<file path="config.mk">
export PLATFORM = sky130hd
export DESIGN_NAME = multiscale_window_position_generator
export DESIGN_NICKNAME = d
export VERILOG_FILES = /design/src/hw/rtl/mswpg_pkg.sv /design/src/hw/rtl/multiscale_window_position_generator.sv
export SDC_FILE = /design/constraint.sdc
export NUM_CORES = 2
export LEC_CHECK = 0
export ABC_AREA = 0
export BUFFER_PORTS_ARGS = -buffer_cell sky130_fd_sc_hd__buf_2
export CORE_AREA = 4 4 432 221
export CTS_CLUSTER_DIAMETER = 40
export DETAILED_ROUTE_END_ITERATION = 8
export DIE_AREA = 0 0 436 225
export GPL_TIMING_DRIVEN = 0
export HOLD_SLACK_MARGIN = 0.1
export PLACE_DENSITY_LB_ADDON = 0.2
export SLEW_MARGIN = 20
export SYNTH_ARGS = -nofsm -noshare
export SYNTH_HDL_FRONTEND = slang
export SYNTH_SLANG_ARGS = --single-unit
</file>
<file path="constraint.sdc">
create_clock -name aclk -period 20.4 [get_ports aclk]
set_input_delay 4.08 -clock aclk [delete_from_list [all_inputs] [get_ports aclk]]
set_output_delay 4.08 -clock aclk [all_outputs]
set_load 0.01 [all_outputs]
</file>
<file path="src/hw/rtl/mswpg_pkg.sv">
// shared constants and helpers for the multiscale window position generator
`timescale 1ns / 1ps
`default_nettype none

package mswpg_pkg;

    localparam int FRAC_BITS   = 16;
    localparam int COORD_BITS  = 16;
    localparam int FACTOR_BITS = 20;
    localparam int DIM_BITS    = 13;
    localparam int STRIDE_BITS = 8;
    localparam int COUNT_BITS  = 7;
    localparam int INDEX_BITS  = 6;
    localparam int SAMPLE_BITS = 32;
    localparam int DIV_BITS    = 32;
    localparam int PROD_BITS   = DIV_BITS + DIM_BITS;
    localparam int CFG_IDX_BITS = 3;

    localparam logic [FACTOR_BITS-1:0] FACTOR_CEIL = FACTOR_BITS'(10 << FRAC_BITS);
    localparam logic [COUNT_BITS-1:0]  MAX_SCALES = COUNT_BITS'(64);

    // configuration register indexes
    localparam logic [CFG_IDX_BITS-1:0] REG_IMAGE_WIDTH   = 3'd0;
    localparam logic [CFG_IDX_BITS-1:0] REG_IMAGE_HEIGHT  = 3'd1;
    localparam logic [CFG_IDX_BITS-1:0] REG_WINDOW_WIDTH  = 3'd2;
    localparam logic [CFG_IDX_BITS-1:0] REG_WINDOW_HEIGHT = 3'd3;
    localparam logic [CFG_IDX_BITS-1:0] REG_STRIDE        = 3'd4;
    localparam logic [CFG_IDX_BITS-1:0] REG_SCALE_COUNT   = 3'd5;
    localparam logic [CFG_IDX_BITS-1:0] REG_SPACING_MODE  = 3'd6;

    // quotient clipped to the largest scale factor
    function automatic logic [FACTOR_BITS-1:0] sat_factor(input logic [DIV_BITS-1:0] q);
        if (q > DIV_BITS'(FACTOR_CEIL)) begin
            return FACTOR_CEIL;
        end
        return q[FACTOR_BITS-1:0];
    endfunction

    // factor * dim >> FRAC_BITS, clipped to the coordinate range
    function automatic logic [COORD_BITS-1:0] sat_coord(input logic [PROD_BITS-1:0] p);
        if (p[PROD_BITS-1:FRAC_BITS+COORD_BITS] != '0) begin
            return '1;
        end
        return p[FRAC_BITS+COORD_BITS-1:FRAC_BITS];
    endfunction

endpackage

`default_nettype wire

</file>
<file path="src/hw/rtl/multiscale_window_position_generator.sv">
// Multiscale window position generator: image pyramid sliding-window scan.
// Each transfer on the s_ channel requests one window position; s_restart set
// starts over at the first scale. Exactly one result transfer follows on the m_
// channel for every request. m_valid_res clear means the scan is exhausted.
// Configuration is written on the cfg_ channel (always ready); the user must
// write it only while idle, as the block itself does not enforce this.
// A request inside a scale passes through the step and emit states before
// m_valid rises, and the sequencer then returns to idle for the next request.
// A request that starts the scan first runs two divisions for the minimum
// factor, then the scale search. Each scale tried uses the one shared
// 32-step restoring divider and the shared 32x13 multiplier.
// s_ready is high only while the sequencer is idle; one request is in work
// at a time. A finished result waits in the output register while the next
// request is accepted; if the receiver stalls with both a result waiting and
// a new one done, the sequencer holds until the output register frees.
// Reset (aresetn low, synchronous) loads the register defaults and leaves the
// scan pending, so the first request starts the scan whatever s_restart is.
`timescale 1ns / 1ps
`default_nettype none

module multiscale_window_position_generator (
    input  wire logic                                   aclk,
    input  wire logic                                   aresetn,
    input  wire logic                                   s_valid,
    output logic                                        s_ready,
    input  wire logic                                   s_restart,
    output logic                                        m_valid,
    input  wire logic                                   m_ready,
    output logic                                        m_valid_res,
    output logic [mswpg_pkg::INDEX_BITS-1:0]            m_scale_index,
    output logic [mswpg_pkg::FACTOR_BITS-1:0]           m_scale_factor,
    output logic [mswpg_pkg::COORD_BITS-1:0]            m_pos_x,
    output logic [mswpg_pkg::COORD_BITS-1:0]            m_pos_y,
    output logic [mswpg_pkg::SAMPLE_BITS-1:0]           m_sample_index,
    output logic                                        m_last_in_scale,
    output logic                                        m_last_overall,
    input  wire logic                                   cfg_valid,
    output logic                                        cfg_ready,
    input  wire logic [mswpg_pkg::CFG_IDX_BITS-1:0]     cfg_index,
    input  wire logic [mswpg_pkg::DIM_BITS-1:0]         cfg_data
);

    localparam int FB = mswpg_pkg::FRAC_BITS;
    localparam int CB = mswpg_pkg::COORD_BITS;
    localparam int FW = mswpg_pkg::FACTOR_BITS;
    localparam int DB = mswpg_pkg::DIM_BITS;
    localparam int SB = mswpg_pkg::STRIDE_BITS;
    localparam int NB = mswpg_pkg::COUNT_BITS;
    localparam int QB = mswpg_pkg::DIV_BITS;
    localparam int PB = mswpg_pkg::PROD_BITS;
    localparam int KB = mswpg_pkg::SAMPLE_BITS;
    localparam int CNT_BITS = $clog2(QB);

    localparam logic [1:0] PH_PENDING = 2'd0;
    localparam logic [1:0] PH_RUN     = 2'd1;
    localparam logic [1:0] PH_DONE    = 2'd2;

    localparam logic [4:0] S_IDLE    = 5'd0;
    localparam logic [4:0] S_DIVX    = 5'd1;
    localparam logic [4:0] S_DIVY_GO = 5'd2;
    localparam logic [4:0] S_DIVY    = 5'd3;
    localparam logic [4:0] S_MINF    = 5'd4;
    localparam logic [4:0] S_SK_NN   = 5'd5;
    localparam logic [4:0] S_SK_CHK  = 5'd6;
    localparam logic [4:0] S_SK_M1   = 5'd7;
    localparam logic [4:0] S_SK_M2   = 5'd8;
    localparam logic [4:0] S_SK_DGO  = 5'd9;
    localparam logic [4:0] S_SK_DIV  = 5'd10;
    localparam logic [4:0] S_SK_FAC  = 5'd11;
    localparam logic [4:0] S_SK_MW   = 5'd12;
    localparam logic [4:0] S_SK_MH   = 5'd13;
    localparam logic [4:0] S_SK_TEST = 5'd14;
    localparam logic [4:0] S_STEP    = 5'd15;
    localparam logic [4:0] S_EMIT    = 5'd16;

    // configuration
    logic [DB-1:0] iw_reg, ih_reg, ww_reg, wh_reg;
    logic [SB-1:0] stride_reg;
    logic [NB-1:0] count_reg;
    logic          mode_reg;

    // scan state
    logic [4:0]    state_reg;
    logic [1:0]    phase_reg;
    logic [NB-1:0] scale_reg;
    logic [CB-1:0] cur_x_reg, cur_y_reg, sw_reg, sh_reg;
    logic [FW-1:0] factor_reg, min_factor_reg;
    logic [KB-1:0] win_cnt_reg;

    // scale search
    logic [NB-1:0] seek_i_reg;
    logic          seek_start_reg;
    logic [DB-1:0] seek_div_reg;
    logic [FW-1:0] cand_reg, fx_reg;
    logic [CB-1:0] cand_w_reg;

    // shared multiplier and divider
    logic [QB-1:0] mul_a;
    logic [DB-1:0] mul_b;
    logic [PB-1:0] prod_reg;
    logic [QB-1:0] div_q_reg;
    logic [DB-1:0] div_r_reg, div_d_reg, div_r_next;
    logic [CNT_BITS-1:0] div_cnt_reg;
    logic [DB:0]   div_sh;
    logic          div_ge;
    logic          div_last;

    // result in work and output register
    logic          res_valid_reg, res_lis_reg, res_lo_reg;
    logic [mswpg_pkg::INDEX_BITS-1:0] res_scale_reg;
    logic [FW-1:0] res_factor_reg;
    logic [CB-1:0] res_x_reg, res_y_reg;
    logic [KB-1:0] res_sample_reg;
    logic          m_valid_reg;

    // derived values
    logic [DB-1:0] iw_nz, ih_nz;
    logic [SB-1:0] stride_nz;
    logic [NB-1:0] n_eff;
    logic [FW-1:0] span;
    logic [CB:0]   x_sum, y_sum;
    logic [CB:0]   x_gap, y_gap;
    logic          row_end, col_end;
    logic [CB-1:0] cand_h;
    logic          cand_ok;
    logic [NB:0]   seek_i_inc;

    always_comb begin
        iw_nz     = (iw_reg == '0) ? DB'(1) : iw_reg;
        ih_nz     = (ih_reg == '0) ? DB'(1) : ih_reg;
        stride_nz = (stride_reg == '0) ? SB'(1) : stride_reg;
        if (count_reg == '0) begin
            n_eff = NB'(1);
        end else if (count_reg > mswpg_pkg::MAX_SCALES) begin
            n_eff = mswpg_pkg::MAX_SCALES;
        end else begin
            n_eff = count_reg;
        end
        span = mswpg_pkg::FACTOR_CEIL - min_factor_reg;

        x_gap   = {1'b0, sw_reg} - (CB+1)'(ww_reg);
        y_gap   = {1'b0, sh_reg} - (CB+1)'(wh_reg);
        x_sum   = {1'b0, cur_x_reg} + (CB+1)'(stride_nz);
        y_sum   = {1'b0, cur_y_reg} + (CB+1)'(stride_nz);
        // a window grown past the scaled image never closes its row or column
        row_end = !x_gap[CB] && (x_sum > {1'b0, x_gap[CB-1:0]});
        col_end = !y_gap[CB] && (y_sum > {1'b0, y_gap[CB-1:0]});

        cand_h     = mswpg_pkg::sat_coord(prod_reg);
        cand_ok    = (cand_w_reg >= CB'(ww_reg)) && (cand_h >= CB'(wh_reg));
        seek_i_inc = {1'b0, seek_i_reg} + (NB+1)'(1);

        div_sh     = {div_r_reg, div_q_reg[QB-1]};
        div_ge     = div_sh >= {1'b0, div_d_reg};
        div_r_next = div_ge ? DB'(div_sh - {1'b0, div_d_reg}) : div_sh[DB-1:0];
        div_last   = div_cnt_reg == CNT_BITS'(QB - 1);
    end

    // operand select for the shared multiplier
    always_comb begin
        case (state_reg)
            S_SK_NN: begin
                mul_a = QB'(n_eff);
                mul_b = DB'(n_eff);
            end
            S_SK_M1: begin
                mul_a = QB'(span);
                mul_b = DB'(seek_i_reg);
            end
            S_SK_M2: begin
                mul_a = prod_reg[QB-1:0];
                mul_b = DB'(seek_i_reg);
            end
            S_SK_MW: begin
                mul_a = QB'(cand_reg);
                mul_b = iw_nz;
            end
            S_SK_MH: begin
                mul_a = QB'(cand_reg);
                mul_b = ih_nz;
            end
            default: begin
                mul_a = '0;
                mul_b = '0;
            end
        endcase
    end

    always_ff @(posedge aclk) begin
        prod_reg <= PB'(mul_a) * PB'(mul_b);
    end

    // configuration writes
    always_ff @(posedge aclk) begin
        if (!aresetn) begin
            iw_reg     <= DB'(640);
            ih_reg     <= DB'(480);
            ww_reg     <= DB'(64);
            wh_reg     <= DB'(64);
            stride_reg <= SB'(8);
            count_reg  <= NB'(8);
            mode_reg   <= 1'b0;
        end else if (cfg_valid) begin
            case (cfg_index)
                mswpg_pkg::REG_IMAGE_WIDTH:   iw_reg     <= cfg_data;
                mswpg_pkg::REG_IMAGE_HEIGHT:  ih_reg     <= cfg_data;
                mswpg_pkg::REG_WINDOW_WIDTH:  ww_reg     <= cfg_data;
                mswpg_pkg::REG_WINDOW_HEIGHT: wh_reg     <= cfg_data;
                mswpg_pkg::REG_STRIDE:        stride_reg <= cfg_data[SB-1:0];
                mswpg_pkg::REG_SCALE_COUNT:   count_reg  <= cfg_data[NB-1:0];
                mswpg_pkg::REG_SPACING_MODE:  mode_reg   <= cfg_data[0];
                default: ;
            endcase
        end
    end

    // divider datapath: one quotient bit per cycle
    always_ff @(posedge aclk) begin
        case (state_reg)
            S_IDLE: begin
                div_q_reg   <= QB'({ww_reg, {FB{1'b0}}});
                div_r_reg   <= '0;
                div_cnt_reg <= '0;
                div_d_reg   <= iw_nz;
            end
            S_DIVY_GO: begin
                div_q_reg   <= QB'({wh_reg, {FB{1'b0}}});
                div_r_reg   <= '0;
                div_cnt_reg <= '0;
                div_d_reg   <= ih_nz;
            end
            S_SK_DGO: begin
                div_q_reg   <= prod_reg[QB-1:0];
                div_r_reg   <= '0;
                div_cnt_reg <= '0;
                div_d_reg   <= seek_div_reg;
            end
            S_DIVX, S_DIVY, S_SK_DIV: begin
                div_q_reg   <= {div_q_reg[QB-2:0], div_ge};
                div_r_reg   <= div_r_next;
                div_cnt_reg <= div_cnt_reg + CNT_BITS'(1);
            end
            default: ;
        endcase
    end

    // sequencer
    always_ff @(posedge aclk) begin
        if (!aresetn) begin
            state_reg      <= S_IDLE;
            phase_reg      <= PH_PENDING;
            m_valid_reg    <= 1'b0;
            scale_reg      <= '0;
            cur_x_reg      <= '0;
            cur_y_reg      <= '0;
            sw_reg         <= '0;
            sh_reg         <= '0;
            factor_reg     <= '0;
            min_factor_reg <= '0;
            win_cnt_reg    <= '0;
            seek_start_reg <= 1'b0;
        end else begin
            if (m_valid_reg && m_ready && state_reg != S_EMIT) begin
                m_valid_reg <= 1'b0;
            end
            case (state_reg)
                S_IDLE: begin
                    if (s_valid) begin
                        if (s_restart || phase_reg == PH_PENDING) begin
                            state_reg <= S_DIVX;
                        end else if (phase_reg == PH_RUN) begin
                            state_reg <= S_STEP;
                        end else begin
                            res_valid_reg  <= 1'b0;
                            res_scale_reg  <= '0;
                            res_factor_reg <= '0;
                            res_x_reg      <= '0;
                            res_y_reg      <= '0;
                            res_sample_reg <= '0;
                            res_lis_reg    <= 1'b0;
                            res_lo_reg     <= 1'b0;
                            state_reg      <= S_EMIT;
                        end
                    end
                end
                S_DIVX: begin
                    if (div_last) begin
                        state_reg <= S_DIVY_GO;
                    end
                end
                S_DIVY_GO: begin
                    fx_reg    <= mswpg_pkg::sat_factor(div_q_reg);
                    state_reg <= S_DIVY;
                end
                S_DIVY: begin
                    if (div_last) begin
                        state_reg <= S_MINF;
                    end
                end
                S_MINF: begin
                    min_factor_reg <= (mswpg_pkg::sat_factor(div_q_reg) > fx_reg)
                                      ? mswpg_pkg::sat_factor(div_q_reg) : fx_reg;
                    win_cnt_reg    <= '0;
                    seek_i_reg     <= '0;
                    seek_start_reg <= 1'b1;
                    state_reg      <= S_SK_NN;
                end
                S_SK_NN: begin
                    state_reg <= S_SK_CHK;
                end
                S_SK_CHK: begin
                    seek_div_reg <= mode_reg ? prod_reg[DB-1:0] : DB'(n_eff);
                    if (seek_i_reg >= n_eff) begin
                        phase_reg <= PH_DONE;
                        if (seek_start_reg) begin
                            res_valid_reg  <= 1'b0;
                            res_scale_reg  <= '0;
                            res_factor_reg <= '0;
                            res_x_reg      <= '0;
                            res_y_reg      <= '0;
                            res_sample_reg <= '0;
                            res_lis_reg    <= 1'b0;
                            res_lo_reg     <= 1'b0;
                        end else begin
                            res_lo_reg <= 1'b1;
                        end
                        state_reg <= S_EMIT;
                    end else begin
                        state_reg <= S_SK_M1;
                    end
                end
                S_SK_M1: begin
                    state_reg <= mode_reg ? S_SK_M2 : S_SK_DGO;
                end
                S_SK_M2: begin
                    state_reg <= S_SK_DGO;
                end
                S_SK_DGO: begin
                    state_reg <= S_SK_DIV;
                end
                S_SK_DIV: begin
                    if (div_last) begin
                        state_reg <= S_SK_FAC;
                    end
                end
                S_SK_FAC: begin
                    cand_reg  <= min_factor_reg + div_q_reg[FW-1:0];
                    state_reg <= S_SK_MW;
                end
                S_SK_MW: begin
                    state_reg <= S_SK_MH;
                end
                S_SK_MH: begin
                    cand_w_reg <= mswpg_pkg::sat_coord(prod_reg);
                    state_reg  <= S_SK_TEST;
                end
                S_SK_TEST: begin
                    if (cand_ok) begin
                        scale_reg  <= seek_i_reg;
                        factor_reg <= cand_reg;
                        sw_reg     <= cand_w_reg;
                        sh_reg     <= cand_h;
                        cur_x_reg  <= '0;
                        cur_y_reg  <= '0;
                        phase_reg  <= PH_RUN;
                        state_reg  <= seek_start_reg ? S_STEP : S_EMIT;
                    end else begin
                        // try the next scale, n*n is formed again before the range check
                        seek_i_reg <= seek_i_inc[NB-1:0];
                        state_reg  <= S_SK_NN;
                    end
                end
                S_STEP: begin
                    res_valid_reg  <= 1'b1;
                    res_scale_reg  <= scale_reg[mswpg_pkg::INDEX_BITS-1:0];
                    res_factor_reg <= factor_reg;
                    res_x_reg      <= cur_x_reg;
                    res_y_reg      <= cur_y_reg;
                    res_sample_reg <= win_cnt_reg;
                    res_lis_reg    <= row_end && col_end;
                    res_lo_reg     <= 1'b0;
                    win_cnt_reg    <= win_cnt_reg + KB'(1);
                    if (!row_end) begin
                        cur_x_reg <= x_sum[CB-1:0];
                        state_reg <= S_EMIT;
                    end else if (!col_end) begin
                        cur_x_reg <= '0;
                        cur_y_reg <= y_sum[CB-1:0];
                        state_reg <= S_EMIT;
                    end else begin
                        seek_i_reg     <= scale_reg + NB'(1);
                        seek_start_reg <= 1'b0;
                        state_reg      <= S_SK_NN;
                    end
                end
                S_EMIT: begin
                    if (!m_valid_reg || m_ready) begin
                        m_valid_reg <= 1'b1;
                        state_reg   <= S_IDLE;
                    end
                end
                default: begin
                    state_reg <= S_IDLE;
                end
            endcase
        end
    end

    // output payload register
    always_ff @(posedge aclk) begin
        if (state_reg == S_EMIT && (!m_valid_reg || m_ready)) begin
            m_valid_res     <= res_valid_reg;
            m_scale_index   <= res_scale_reg;
            m_scale_factor  <= res_factor_reg;
            m_pos_x         <= res_x_reg;
            m_pos_y         <= res_y_reg;
            m_sample_index  <= res_sample_reg;
            m_last_in_scale <= res_lis_reg;
            m_last_overall  <= res_lo_reg;
        end
    end

    assign s_ready   = state_reg == S_IDLE;
    assign m_valid   = m_valid_reg;
    assign cfg_ready = 1'b1;

    a_busy_after_accept: assert property (@(posedge aclk) disable iff (!aresetn)
        s_valid && s_ready |=> !s_ready)
        else $error("request transfer did not start the sequencer");

    a_last_overall_is_window: assert property (@(posedge aclk) disable iff (!aresetn)
        m_valid && m_last_overall |-> m_valid_res && m_last_in_scale)
        else $error("final window of scan is not a final window of its scale");

    a_exhausted_zero: assert property (@(posedge aclk) disable iff (!aresetn)
        m_valid && !m_valid_res |-> m_pos_x == '0 && m_pos_y == '0 &&
            m_sample_index == '0 && !m_last_in_scale && !m_last_overall)
        else $error("exhausted result carries nonzero fields");

    a_result_needs_work: assert property (@(posedge aclk) disable iff (!aresetn)
        $rose(m_valid) |-> $past(state_reg) == S_EMIT)
        else $error("result raised outside the emit step");

endmodule

`default_nettype wire
</file>
==> metrics <==
drt wl/cell about 23 µm; vias per std cell approximately 5.6; HPWL after detailed placement approximately 110,000 µm; Static Leak ~19 nW; type of element launching the critical path register; count of mapped cells out of synthesis approximately 4,200; TritonCTS clock tree built; Hold Fails Final Rpt 0; largest voltage drop on the vdd net between 60 and 70 µV; share of async-settable or async-resettable flops after synthesis 0%; time the worst path needs with I/O delays and setup approximately 11,000 ps; filler cell count in the final layout 8,604; Worst path most repeated cell sky130_fd_sc_hd__fa_1; number of cells in the finished layout apart from fillers just under 6,000; share of the synthesized area in the top cell type a little under a quarter; NetSw around 1.2 mW; PD cells 79.3 nW/µm²; total internal power between 2 and 2.5 mW; final number of max-transition violations 0; Final setup violation count 0; Post-CTS Setup Inserts 0; Clk pwr share about a third; Least-Margin Pin Slew about 1200 ps; DRC violation count after routing 0; flip-flop count of the largest register after layout 45; CTS H-tree lvls 3; first-pass GRT wire length 201,000 µm; Total Wirelength 135,000 µm; fraction of the yosys area taken by sequential cells a little under two fifths; power share of the combinational group around 25%; buffers from clock root to sink, at most 3; Layout Skew around 32 ps; most instantiated cells after synthesis sky130_fd_sc_hd__nand2_1 (541), sky130_fd_sc_hd__inv_1 (519), sky130_fd_sc_hd__nor2_1 (359), sky130_fd_sc_hd__fa_1 (336), sky130_fd_sc_hd__edfxtp_1 (325); row count 79; CP Class register to register; setup_tns 0 ps; Slew HR about a fifth; kind of cell adding the most delay to the critical path compound AO/OA/AOI/OAI gates; clock buffers created by TritonCTS 66; Switching Fraction about a third; setup repair after global routing missed its margin no; Post-CTS Resized 0; layout cell share with drive strength beyond 1 7.31%; clock sinks roughly 600; cell type with the highest aggregate area in the netlist sky130_fd_sc_hd__edfxtp_1; Cell Area, Synth ~41,000 µm²; combined area of the multi-input logic cells between 20,000 and 25,000 µm²; initial antenna violation count 6; register bit total from synthesis 590; relative contribution of sequential cells to total power 40.7%; port bufs approximately 120; EDFF count, synth 325; combined buffer and inverter count along the critical path 7; starting DRC count in detailed routing 4,289; path class of the lowest-slack min-delay path register to register; clock edge transition at the registers on the reported setup and hold paths 70 ps; pin count of the biggest net entering global routing 30; overflow left after global routing 0; top fanout value on the critical path 10; Std-Cell Core Area ~90,000 µm²; status complete, no violations; sort of element at the end of the critical path register; die area 98,100 µm²; average cell area after synthesis roughly 9.7 µm²; dominant synthesized flop cell sky130_fd_sc_hd__edfxtp_1; nets ~5,000; vertical die dimension around 230 µm; critical path arrival between 10,000 and 15,000 ps; critical path's slowest cell sky130_fd_sc_hd__a21oi_1; Synth warnings 0; Highest Clock Rate 94.3 MHz; Sequential cell area roughly 15,000 µm²; final critical-path share of the clock period 52.0%; first-pass detailed-route iteration total 6; cells taking the most area after synthesis sky130_fd_sc_hd__edfxtp_1 (24%), sky130_fd_sc_hd__fa_1 (16%), sky130_fd_sc_hd__dfxtp_1 (13%); worst skew pair latency around 650 ps; Critical Path Max Stage Delay around 800 ps; placed cells roughly 5,700; count leader, synth sky130_fd_sc_hd__nand2_1; count of different cell masters after synthesis 85; number of primary I/O pins around 120; post-route ant nets 0; via count of the routed design 32,600; starting density of the core roughly 45%; layout overhead on the synthesized area 12.0%; via count of the first global-routing pass between 30,000 and 40,000; Max-cap violations 0; Required @ worst endpoint 20,980 ps; global-route usage over all layers 27.4%; floorplan die width between 400 and 500 µm; cts-stage hold buffer count 0; RD Place Congestion between 0.9 and 1; CTS Root Buffer Type sky130_fd_sc_hd__clkbuf_16
-- power groups by stage --
stage / Sequential (mW) / Combinational (mW) / Clock, mW
2_1_floorplan: 1.46 / 0.647 / 0
3_3_place_gp: 1.51 / 0.831 / 0
3_5_place_dp: 1.50 / 0.849 / 0
4_1_cts: 1.47 / 0.854 / 1.27
5_1_grt: 1.49 / 1.00 / 1.33
6_report: 1.48 / 0.896 / 1.26
-- final cells by class --
class / instances / share of cell area, %
clock inverters: 44 / 1.07
repair buffers: 133 / 1.75
diodes: 3 / 0.0164
clock buffers: 78 / 3.83
flip-flops and latches: 590 / 32.8
inverters: 520 / 4.25
well taps: 1215 / 3.31
plain buffers: 175 / 1.49
multi-input cells: 3026 / 51.4
-- routing by layer --
| metal | GRT usage (%) | routed length (µm) |
|---|---|---|
| met1 | 45.5 | 66400 |
| met2 | 30.7 | 44000 |
| met3 | 12.9 | 22500 |
| met4 | 4.74 | 1730 |
| met5 | 0 | 12 |
-- placed cells by master (no fill, tap or decap), types with 25 or more instances in the layout --
cell type and n:
sky130_fd_sc_hd__and2_1 133, sky130_fd_sc_hd__or2_2 35, sky130_fd_sc_hd__clkbuf_16 68, sky130_fd_sc_hd__o211ai_1 27
sky130_fd_sc_hd__nor2_1 357, sky130_fd_sc_hd__fa_1 336, sky130_fd_sc_hd__and3_1 26, sky130_fd_sc_hd__mux2i_1 96
sky130_fd_sc_hd__nor4_1 25, sky130_fd_sc_hd__a21o_1 53, sky130_fd_sc_hd__o21ai_0 85, sky130_fd_sc_hd__edfxtp_1 325
sky130_fd_sc_hd__nand3_1 150, sky130_fd_sc_hd__nand2_1 540, sky130_fd_sc_hd__a21oi_1 201, sky130_fd_sc_hd__nand4_1 45
sky130_fd_sc_hd__inv_1 519, sky130_fd_sc_hd__o21a_1 33, sky130_fd_sc_hd__xnor2_1 86, sky130_fd_sc_hd__nor3_1 70
sky130_fd_sc_hd__dfxtp_1 265, sky130_fd_sc_hd__nand2b_1 25, sky130_fd_sc_hd__buf_2 129, sky130_fd_sc_hd__a22oi_1 44
sky130_fd_sc_hd__conb_1 73, sky130_fd_sc_hd__xor2_1 46, sky130_fd_sc_hd__clkbuf_1 154, sky130_fd_sc_hd__ha_1 254
-- worst paths after layout --
path / endpoint / from / cells past startpoint / slack (ps)
setup reg to reg: prod_reg[37] / state_reg[4] / 28 / 9800
hold / removal: m_sample_index[6] / res_sample_reg[6] / 0 / 410
setup / recovery: prod_reg[37] / state_reg[4] / 28 / 9800
hold reg to reg: m_sample_index[6] / res_sample_reg[6] / 0 / 410
-- metrics by stage --
step	area, µm²	setup WS [ps]	power, mW	util, %	hold slack (ps)
6_report	45900	9800	3.64	49.9	414
5_1_grt	45900	9480	3.81	49.9	421
4_1_cts	45800	10170	3.60	49.9	409
3_5_place_dp	43600	10250	2.35	47.4	405
3_3_place_gp	43300	8600	2.34	47.1	403
2_1_floorplan	41200	11110	2.11	-	400
-- logic make-up after synthesis --
family,after synthesis,synth area share (%)
and+or+nand+nor,1499,16.9
buffers and inverters,695,6.43
AOI/OAI and AO/OA,627,10.3
adders and majority gates,590,24.2
DFF,590,36.8
xor gates and xnor gates,132,2.82
muxes,105,2.59
other,2,0.0183
(Power assumes the default switching activity.)
